## config.mk

```make
export PLATFORM = sky130hd
export DESIGN_NAME = clock_set_field_editor
export DESIGN_NICKNAME = d
export VERILOG_FILES = /design/src/hdl/csfe_pkg.sv /design/src/hdl/csfe_store.sv /design/src/hdl/csfe_step.sv /design/src/hdl/clock_set_field_editor.sv
export SDC_FILE = /design/constraint.sdc
export NUM_CORES = 1
export LEC_CHECK = 0
export ABC_AREA = 1
export CORE_UTILIZATION = 35
export DETAILED_ROUTE_END_ITERATION = 16
export DONT_BUFFER_PORTS = 1
export SLEW_MARGIN = 15
export SYNTH_ARGS = -nofsm -noshare
export SYNTH_HDL_FRONTEND = slang
export SYNTH_SLANG_ARGS = --single-unit
```

## constraint.sdc

```tcl
create_clock -name clk -period 16.15 [get_ports clk]
set_clock_uncertainty 0.2 [all_clocks]
set_input_delay 4.845 -clock clk [delete_from_list [all_inputs] [get_ports clk]]
set_output_delay 4.845 -clock clk [all_outputs]
set_load 0.005 [all_outputs]
```

## src/hdl/csfe_pkg.sv

```systemverilog
// Package for the clock set field editor.
// Types, field and key codes, bounds and BCD conversion helpers.
// No dependencies.
`default_nettype none

package csfe_pkg;

  localparam int NUM_FIELDS = 7;

  typedef logic [7:0] byte_t;
  typedef logic [2:0] field_t;
  typedef logic [NUM_FIELDS-1:0][7:0] field_vec_t;

  // Field order of the store and of the cursor
  localparam field_t FLD_DATE    = 3'd0;
  localparam field_t FLD_MONTH   = 3'd1;
  localparam field_t FLD_YEAR    = 3'd2;
  localparam field_t FLD_WEEKDAY = 3'd3;
  localparam field_t FLD_HOUR    = 3'd4;
  localparam field_t FLD_MINUTE  = 3'd5;
  localparam field_t FLD_SECOND  = 3'd6;
  localparam field_t FLD_NONE    = 3'd7;

  // Item kinds
  localparam logic OP_LOAD = 1'b0;
  localparam logic OP_KEY  = 1'b1;

  typedef enum logic [2:0] {
    KEY_NONE = 3'd0,
    KEY_DOWN = 3'd1,
    KEY_UP   = 3'd2,
    KEY_NEXT = 3'd3,
    KEY_EXIT = 3'd4
  } key_t;

  // Write command from the update logic to the store
  typedef struct packed {
    logic       load;
    logic       one;
    field_t     addr;
    byte_t      data;
    field_vec_t vals;
  } wr_cmd_t;

  function automatic byte_t lo_bound(input field_t f);
    byte_t b;
    case (f)
      FLD_DATE, FLD_MONTH, FLD_WEEKDAY: b = 8'd1;
      default:                          b = 8'd0;
    endcase
    return b;
  endfunction

  function automatic byte_t hi_bound(input field_t f);
    byte_t b;
    case (f)
      FLD_DATE:    b = 8'd31;
      FLD_MONTH:   b = 8'd12;
      FLD_YEAR:    b = 8'd99;
      FLD_WEEKDAY: b = 8'd7;
      FLD_HOUR:    b = 8'd23;
      default:     b = 8'd59;
    endcase
    return b;
  endfunction

  // High nibble times ten plus low nibble; at most 165, fits 8 bits
  function automatic byte_t bcd_to_bin(input byte_t v);
    byte_t h8;
    byte_t h2;
    h8 = {1'b0, v[7:4], 3'b000};
    h2 = {3'b000, v[7:4], 1'b0};
    return h8 + h2 + {4'b0000, v[3:0]};
  endfunction

  // Quotient by ten via reciprocal 205/2048, exact for 8-bit values
  function automatic byte_t bin_to_bcd(input byte_t v);
    logic [15:0] p;
    logic [4:0]  q;
    byte_t       q10;
    byte_t       r;
    p   = {8'b0, v} * 16'd205;
    q   = p[15:11];
    q10 = {q[4:0], 3'b000} + {2'b00, q[4:0], 1'b0};
    r   = v - q10;
    return {q[3:0], r[3:0]};
  endfunction

endpackage

`default_nettype wire

```

## src/hdl/csfe_store.sv

```systemverilog
// Field value store: seven entries with a registered read port.
// Uses csfe_pkg; a load writes every entry, an edit writes one.
`default_nettype none

module csfe_store
  import csfe_pkg::*;
(
  input  wire logic       clk,
  input  wire logic       rst,
  input  wire logic       rd_en,
  input  wire field_t     rd_addr,
  output      byte_t      rd_data,
  input  wire wr_cmd_t    wr,
  output      field_vec_t taps
);

  byte_t mem [NUM_FIELDS];
  byte_t rd_fwd;

  // Write side
  always_ff @(posedge clk) begin
    if (rst) begin
      for (int i = 0; i < NUM_FIELDS; i++) mem[i] <= '0;
    end else if (wr.load) begin
      for (int i = 0; i < NUM_FIELDS; i++) mem[i] <= wr.vals[i];
    end else if (wr.one && wr.addr != FLD_NONE) begin
      mem[wr.addr] <= wr.data;
    end
  end

  // Read with forwarding of a write in the same cycle
  always_comb begin
    if (rd_addr == FLD_NONE) begin
      rd_fwd = '0;
    end else if (wr.load) begin
      rd_fwd = wr.vals[rd_addr];
    end else if (wr.one && wr.addr == rd_addr) begin
      rd_fwd = wr.data;
    end else begin
      rd_fwd = mem[rd_addr];
    end
  end

  always_ff @(posedge clk) begin
    if (rd_en) begin
      rd_data <= rd_fwd;
    end
  end

  // Fixed taps for the result
  always_comb begin
    for (int i = 0; i < NUM_FIELDS; i++) taps[i] = mem[i];
  end

endmodule

`default_nettype wire

```

## src/hdl/csfe_step.sv

```systemverilog
// Update logic: turns one staged item into a store write and result fields.
// Uses csfe_pkg; reads the registered store port and the store taps.
`default_nettype none

module csfe_step
  import csfe_pkg::*;
(
  input  wire logic       en,
  input  wire logic       op,
  input  wire logic [2:0] key,
  input  wire field_t     cur,
  input  wire field_vec_t raw,
  input  wire byte_t      rd_data,
  input  wire field_vec_t taps,
  output      wr_cmd_t    wr,
  output      field_vec_t res,
  output      logic       commit
);

  byte_t lo;
  byte_t hi;
  byte_t post;

  assign lo = lo_bound(cur);
  assign hi = hi_bound(cur);

  // Write command
  always_comb begin
    wr      = '0;
    wr.addr = cur;
    commit  = 1'b0;
    for (int i = 0; i < NUM_FIELDS; i++) begin
      wr.vals[i] = (field_t'(i) == FLD_WEEKDAY) ? raw[i] : bcd_to_bin(raw[i]);
    end
    if (op == OP_LOAD) begin
      wr.load = en;
    end else begin
      case (key_t'(key))
        KEY_DOWN: begin
          wr.one  = en && (cur != FLD_NONE);
          wr.data = (rd_data == lo) ? hi : rd_data - 8'd1;
        end
        KEY_UP: begin
          wr.one  = en && (cur != FLD_NONE);
          wr.data = (rd_data == hi) ? lo : rd_data + 8'd1;
        end
        KEY_EXIT: commit = 1'b1;
        default:  ;
      endcase
    end
  end

  // Result fields from the values after this write
  always_comb begin
    for (int i = 0; i < NUM_FIELDS; i++) begin
      if (wr.load) begin
        post = wr.vals[i];
      end else if (wr.one && wr.addr == field_t'(i)) begin
        post = wr.data;
      end else begin
        post = taps[i];
      end
      res[i] = (field_t'(i) == FLD_WEEKDAY) ? post : bin_to_bcd(post);
    end
  end

endmodule

`default_nettype wire

```

## src/hdl/clock_set_field_editor.sv

```systemverilog
// Clock set field editor: an accepted item passes the stage 1 register and the
// output register to m_tvalid. One item per cycle while m_tready does not stall;
// the store forwards writes to reads, so no item waits on the one before it.
// s_tready follows m_tready combinationally only while both stages hold an item.
// Synchronous reset clears cursor, all field values and the valid flags.
`default_nettype none

module clock_set_field_editor
  import csfe_pkg::*;
(
  input  wire logic        clk,
  input  wire logic        rst,
  input  wire logic        s_tvalid,
  output      logic        s_tready,
  // key[2:0], seconds[10:3], minutes[18:11], hours[26:19], weekday[34:27],
  // date[42:35], month[50:43], year[58:51], zero pad
  input  wire logic [63:0] s_tdata,
  // opcode[0]
  input  wire logic        s_tuser,
  output      logic        m_tvalid,
  input  wire logic        m_tready,
  // seconds[7:0], minutes[15:8], hours[23:16], weekday[31:24], date[39:32],
  // month[47:40], year[55:48], selected_field[58:56], zero pad
  output      logic [63:0] m_tdata,
  // commit[0]
  output      logic        m_tuser
);

  logic       accept;
  logic       s1_adv;
  field_t     cursor;
  field_t     cursor_next;

  logic       s1_valid;
  logic       s1_op;
  logic [2:0] s1_key;
  field_t     s1_cur;
  field_vec_t s1_raw;

  byte_t      rd_data;
  field_vec_t taps;
  wr_cmd_t    wr;
  field_vec_t res;
  logic       res_commit;

  field_vec_t out_vals;
  field_t     out_cur;
  logic       out_commit;

  // Handshake
  assign s1_adv   = !m_tvalid || m_tready;
  assign s_tready = !s1_valid || s1_adv;
  assign accept   = s_tvalid && s_tready;

  // Cursor update at accept
  always_comb begin
    cursor_next = cursor;
    if (s_tuser == OP_LOAD) begin
      cursor_next = FLD_DATE;
    end else if (s_tdata[2:0] == KEY_NEXT) begin
      cursor_next = (cursor >= FLD_SECOND) ? FLD_DATE : cursor + 3'd1;
    end
  end

  always_ff @(posedge clk) begin
    if (rst) begin
      cursor <= FLD_DATE;
    end else if (accept) begin
      cursor <= cursor_next;
    end
  end

  // Stage 1: staged item while the store read completes
  always_ff @(posedge clk) begin
    if (rst) begin
      s1_valid <= 1'b0;
    end else if (accept) begin
      s1_valid <= 1'b1;
    end else if (s1_adv) begin
      s1_valid <= 1'b0;
    end
  end

  always_ff @(posedge clk) begin
    if (accept) begin
      s1_op               <= s_tuser;
      s1_key              <= s_tdata[2:0];
      s1_cur              <= cursor_next;
      s1_raw[FLD_SECOND]  <= s_tdata[10:3];
      s1_raw[FLD_MINUTE]  <= s_tdata[18:11];
      s1_raw[FLD_HOUR]    <= s_tdata[26:19];
      s1_raw[FLD_WEEKDAY] <= s_tdata[34:27];
      s1_raw[FLD_DATE]    <= s_tdata[42:35];
      s1_raw[FLD_MONTH]   <= s_tdata[50:43];
      s1_raw[FLD_YEAR]    <= s_tdata[58:51];
    end
  end

  csfe_store u_store (
    .clk     (clk),
    .rst     (rst),
    .rd_en   (accept),
    .rd_addr (cursor),
    .rd_data (rd_data),
    .wr      (wr),
    .taps    (taps)
  );

  csfe_step u_step (
    .en      (s1_valid && s1_adv),
    .op      (s1_op),
    .key     (s1_key),
    .cur     (s1_cur),
    .raw     (s1_raw),
    .rd_data (rd_data),
    .taps    (taps),
    .wr      (wr),
    .res     (res),
    .commit  (res_commit)
  );

  // Output register
  always_ff @(posedge clk) begin
    if (rst) begin
      m_tvalid <= 1'b0;
    end else if (s1_adv) begin
      m_tvalid <= s1_valid;
    end
  end

  always_ff @(posedge clk) begin
    if (s1_valid && s1_adv) begin
      out_vals   <= res;
      out_cur    <= s1_cur;
      out_commit <= res_commit;
    end
  end

  assign m_tdata = {5'b0, out_cur, out_vals[FLD_YEAR], out_vals[FLD_MONTH],
                    out_vals[FLD_DATE], out_vals[FLD_WEEKDAY], out_vals[FLD_HOUR],
                    out_vals[FLD_MINUTE], out_vals[FLD_SECOND]};
  assign m_tuser = out_commit;

  // Checks
  a_cursor_range: assert property (@(posedge clk) disable iff (rst)
    cursor != FLD_NONE)
    else $error("cursor reached an unused code");

  a_load_home: assert property (@(posedge clk) disable iff (rst)
    (accept && s_tuser == OP_LOAD) |=> (cursor == FLD_DATE && s1_cur == FLD_DATE))
    else $error("load did not home the cursor");

  a_no_overrun: assert property (@(posedge clk) disable iff (rst)
    (m_tvalid && !m_tready && s1_valid) |-> !s_tready)
    else $error("input taken while pipeline is full");

  a_write_gated: assert property (@(posedge clk) disable iff (rst)
    (wr.load || wr.one) |-> (s1_valid && s1_adv))
    else $error("store written without an advancing item");

  a_commit_exit: assert property (@(posedge clk) disable iff (rst)
    (s1_valid && s1_adv && res_commit) |=> (m_tvalid && m_tuser))
    else $error("commit lost on the way to the output");

endmodule

`default_nettype wire

```

# == After elaboration in Yosys (flattened, before gate mapping) ==
# Memories as Yosys holds them, arrays and structs flattened. A register that Yosys moved wholly into a read port is not among the register bits.
# Index checks and enable logic that the tools add are counted.
# classes
n_addsub,27
n_mul,6
order_cmp,2
eq_ne,15
muxes,54
bitwise,7
reduce_logical,21
# op_table
op,n
two-way mux 8 bit,28
"multiplier 8 x 8 -> 15 bit, second input constant",6
adder 7 x 5 -> 8 bit,6
adder 8 x 4 -> 8 bit,6
case mux 7 bit (5 select lines),1
adder 4 bit,6
binary-select mux 8 bit (select 3 bit),1
subtractor 4 bit,6
two-way mux 3 bit,6
two-way mux 1 bit,17
case mux 8 bit (2 select lines),1
"== test 3 bit, second input constant",5
"== test 3 x 2 -> 1 bit, second input constant",4
logical AND 1 bit,12
"adder 8 x 1 -> 8 bit, second input constant",1
== test 8 x 1 -> 1 bit,1
== test 8 x 7 -> 1 bit,1
OR reduction 8 bit,1
"subtractor 8 x 1 -> 8 bit, second input constant",1
bitwise OR 1 bit,7
"== test 3 x 1 -> 1 bit, second input constant",2
"less-than comparator 3 x 4 -> 1 bit, second input constant",1
"adder 3 x 1 -> 3 bit, second input constant",1
== test 3 bit,1
other kinds (8),10
# totals
reg_bits,136
mem_bits_rw,56
input_bits,69
out_inout_bits,67
wordCells,156
n_memories,1
# memory_table
name,words,width,read_ports,rd_ports_with_merged_regs,write_ports,line_no,rtl
u_store.mem,7,8,8,1,7,csfe_store.sv:17,byte_t mem [NUM_FIELDS];

# == Logic depth before layout (Yosys ltp) ==
# logic_depth
ltp_word,13
depth_mapped,39
depth_no_buf,39

# == By module ==
# From an unflattened synthesis, not the netlist that was laid out.
# unflattened
hier_cells,2220
hier_area_um2,19267.2
# modules_own_cells
mod,n_inst,cells_per_inst,area_per_inst_um2,seq_area_each_um2
csfe_step,1,1497,10780.3,0.0
csfe_store,1,544,4425.5,2162.1
clock_set_field_editor,1,179,4061.4,3793.6

# == Least setup slack after synthesis ==
# No wires, ideal clock.
# synth_timing
kind,input -> register
from,input port m_tready
to,register out_vals (netlist bit m_tdata[51]) (data pin)
setup_ns,0.254
arrival_time_ns,12.753
t_required_ns,15.696
setup_slack_ns,2.943
stages,30
path_buffers,4
cell_sequence,inv_1 -> a21oi_2 -> nand2_1 -> inv_1 -> buf_1 -> clkbuf_1 -> buf_2 -> clkbuf_1 -> o21ai_0 -> ha_1 -> ha_1 -> fa_1 -> inv_1 -> fa_1 -> inv_1 -> ha_1 -> nand2_1 -> nor2_1 -> inv_1 -> nor2_1 -> a2111oi_0 -> nand2_1 -> xor2_1 -> inv_1 -> ha_1 -> xor2_1 -> nand3b_1 -> nand2_1 -> xnor2_1 -> inv_1
# synth_lines
item,line_no,rtl
"start, declared",clock_set_field_editor.sv:21,"input wire logic m_tready,"
"end signal, assigned",clock_set_field_editor.sv:133,out_vals <= res;
"end, declared",clock_set_field_editor.sv:46,field_vec_t out_vals;

==> flow_metrics.tcl <==
set metrics [dict create \
    synth_fa_ha_area_frac 0.274 \
    cts_resized 0 \
    grt_pass1_wl_mm 79.9 \
    max_stage_delay_ns 0.57 \
    whs_path_depth 2 \
    synth.yosys.seq_area_share 0.322 \
    synth_compound_area_frac 0.133 \
    synth-async-reset-ratio 0 \
    wl_per_cell_um 18.3 \
    critical_path.endpoint_type "register" \
    reg2regPathDepth 30 \
    place_congestion 0.919 \
    antenna_left 0 \
    met1_length_mm 22.0 \
    yosysWarnings 0 \
    muxShareOfSynthArea 0.000535 \
    total_power_mw 2.78 \
    postCtsHoldBufs 0 \
    dp.cells 2752 \
    required_ns 16.25 \
    cts_buffers 26 \
    die_width_um 233 \
    routed_wl_mm 51.2 \
    vias_per_cell 5.20 \
    placed_cell_area_um2 19400 \
    peakVddDrop_mv 0.0721 \
    htree_num_levels 1 \
    hold_ws_ns 0.337 \
    dieArea_um2 54300 \
    dp_hpwl_mm 40.0 \
    worstMarginPinSlew_ns 1.04 \
    finalSetupViolations 0 \
    place.port_buffers 0 \
    synth-main-ff-cell "edfxtp_1" \
    tns_ns 0 \
    final_area_um2 20300 \
    top_level_ports 136 \
    grt_pass1_vias 14500 \
    cts_setup_buffers 0 \
    tritoncts "done" \
    instances_no_fill 2800 \
    hold_violations 0 \
    insertedDiodeCount 0 \
    insertion_delay_ns 0.56 \
    synthXorXnorAreaFrac 0.0446 \
    path_max_fanout 15 \
    drt-pass1-iter-count 5 \
    ys_types 61 \
    drtIter0Drc 1311 \
    cts_buffer_depth 3 \
    maxCapViolations 0 \
    nets 2527 \
    synthSimpleGateAreaFrac 0.135 \
    synth_top_cells_by_area "edfxtp_1 (31%), ha_1 (20%), fa_1 (7.8%), inv_1 (7.3%), nand2_1 (7.0%)" \
    critPathMostFrequentCell "inv_1" \
    synth_edf_count 195 \
    nFillCells 5254 \
    syn_avg_cell_area_um2 8.91 \
    drive_gt1_frac 0.0720 \
    path_class "primary input to register" \
    synth_cells 2098 \
    initial_core_util 0.355 \
    grt_start_max_net_pins 75 \
    netlist.top_cell.by_area "edfxtp_1" \
    drv_slew 0 \
    fin_ws_ns 4.45 \
    post-route-period-util 0.724 \
    vias 14600 \
    seq_area_um2 6020 \
    status "finished, final reports clean" \
    post-route-util 0.386 \
    power.leakage_nw 9.52 \
    synth_top_area_share 0.313 \
    rsz0062_at_grt "no" \
    core_area_um2 52700 \
    drc_errors 0 \
    path_clk_slew_ns 0.06 \
    wl_met2_mm 24.0 \
    relSlewSlack 0.304 \
    power_density_nw_per_um2 137 \
    synth_top_family_by_area "adder cells" \
    netlist_area_um2 18700 \
    cp.arrival_ns 11.80 \
    grt_antenna_before_repair 0 \
    start_kind "primary input" \
    grt_util_all_layers 0.188 \
    overflow 0 \
    synthToLayoutAreaGrowth_pct 8.77 \
    dp_slack_ns 3.96 \
    row_count 84 \
    fin_crit_ns 11.70 \
    die_y_um 233 \
    multi_input_area_um2 11000 \
    slowest_stage "a21oi_4" \
    routed.top_layer "met4" \
    max_freq_ghz 0.0855 \
    cts_root_buf "clkbuf_16" \
    worstHoldPathType "register to register" \
    cts.sinks 203 \
    wl_met3_mm 3.65 \
    ys_seq_elements 203 \
]
placed cells by master, fill, tap and decap left out, drive strengths merged, types with 11 or more instances in the layout:
cell type / instances
xor2: 43
buf: 16
edfxtp: 195
nand4: 11
xnor2: 48
nand2: 379
clkinv: 14
a221oi: 11
a21oi: 152
inv: 374
conb: 13
ha: 293
o211ai: 18
nor2: 94
o22ai: 31
o21ai: 155
fa: 73
clkbuf: 30
nand3: 71
sequential cells by signal (all words and copies together), names as in the netlist, named ones only:
register,flops
u_store.rd_data,8
s1_key,3
s1_cur,3
m_tdata,56
m_tvalid,1
s1_raw,56
out_cur,3
cursor,3
s1_op,1
s1_valid,1
m_tuser,1
u_store.mem,64
power by group:
part / internal (mW) / switching [mW]
clock network: 0.359 / 0.245
registers: 0.712 / 0.0445
logic: 0.559 / 0.860
total: 1.63 / 1.15
cell usage after synthesis, types with 4 or more instances:
cell type,n
nand3_1,64
dfxtp_1,8
o21ai_2,6
buf_4,8
ha_1,293
nor4_1,5
a211oi_1,5
fa_1,73
nand2_2,27
o21ai_0,138
xor2_2,5
xor2_1,38
nor2_2,7
a221oi_1,11
nand2_4,5
buf_1,4
o21a_1,10
inv_2,10
nor2_1,85
xnor2_1,48
or2_2,6
o22ai_1,31
buf_2,7
nand2_1,347
a21oi_1,147
o211ai_1,18
nand3b_1,4
clkbuf_1,41
inv_1,363
edfxtp_1,195
o21bai_1,5
o21ai_1,9
nand3_2,7
a21o_1,5
a22oi_1,4
nor3_1,5
nand4_1,11
critical path, delay by kind of cell:
family | cells | cell delay, ns
compound gates | 6 | 1.88
xor+xnor | 4 | 0.60
fa+ha+maj | 6 | 2.27
buf+inv | 8 | 0.86
simple gates | 9 | 1.31
cells by family after synthesis:
family | Yosys count
DFF | 203
other | 1
buffers and inverters | 437
adders and majority gates | 366
muxes | 1
and+or+nand+nor | 579
AOI/OAI and AO/OA | 420
xor gates and xnor gates | 91
routing by layer:
layer / up-vias / global-route usage
met5: - / 0
met4: 0 / 0.0600
met3: 85 / 0.0288
met2: 516 / 0.316
met1: 6939 / 0.247
li1: 7028 / -
layout make-up:
cell class                      instances  area share
Multi-Input combinational cell       1470       0.543
Sequential cell                       203       0.296
Inverter                              375      0.0693
Tap cell                              688      0.0423
Clock buffer                           30      0.0343
Clock inverter                         18     0.00941
Timing Repair Buffer                   16     0.00591
path summary, 6_finish.rpt:
kind / from / endpoint / slack [ns]
worst max-delay path: m_tready / m_tdata[51]$_DFFE_PP_ / 4.45
worst min-delay path: s1_valid$_SDFFE_PP0P_ / m_tvalid$_SDFFE_PP0P_ / 0.34
worst max register to register: s1_op$_DFFE_PP_ / m_tdata[51]$_DFFE_PP_ / 8.41
worst min register to register: s1_valid$_SDFFE_PP0P_ / m_tvalid$_SDFFE_PP0P_ / 0.34
Power figures use the tool's default switching activity.
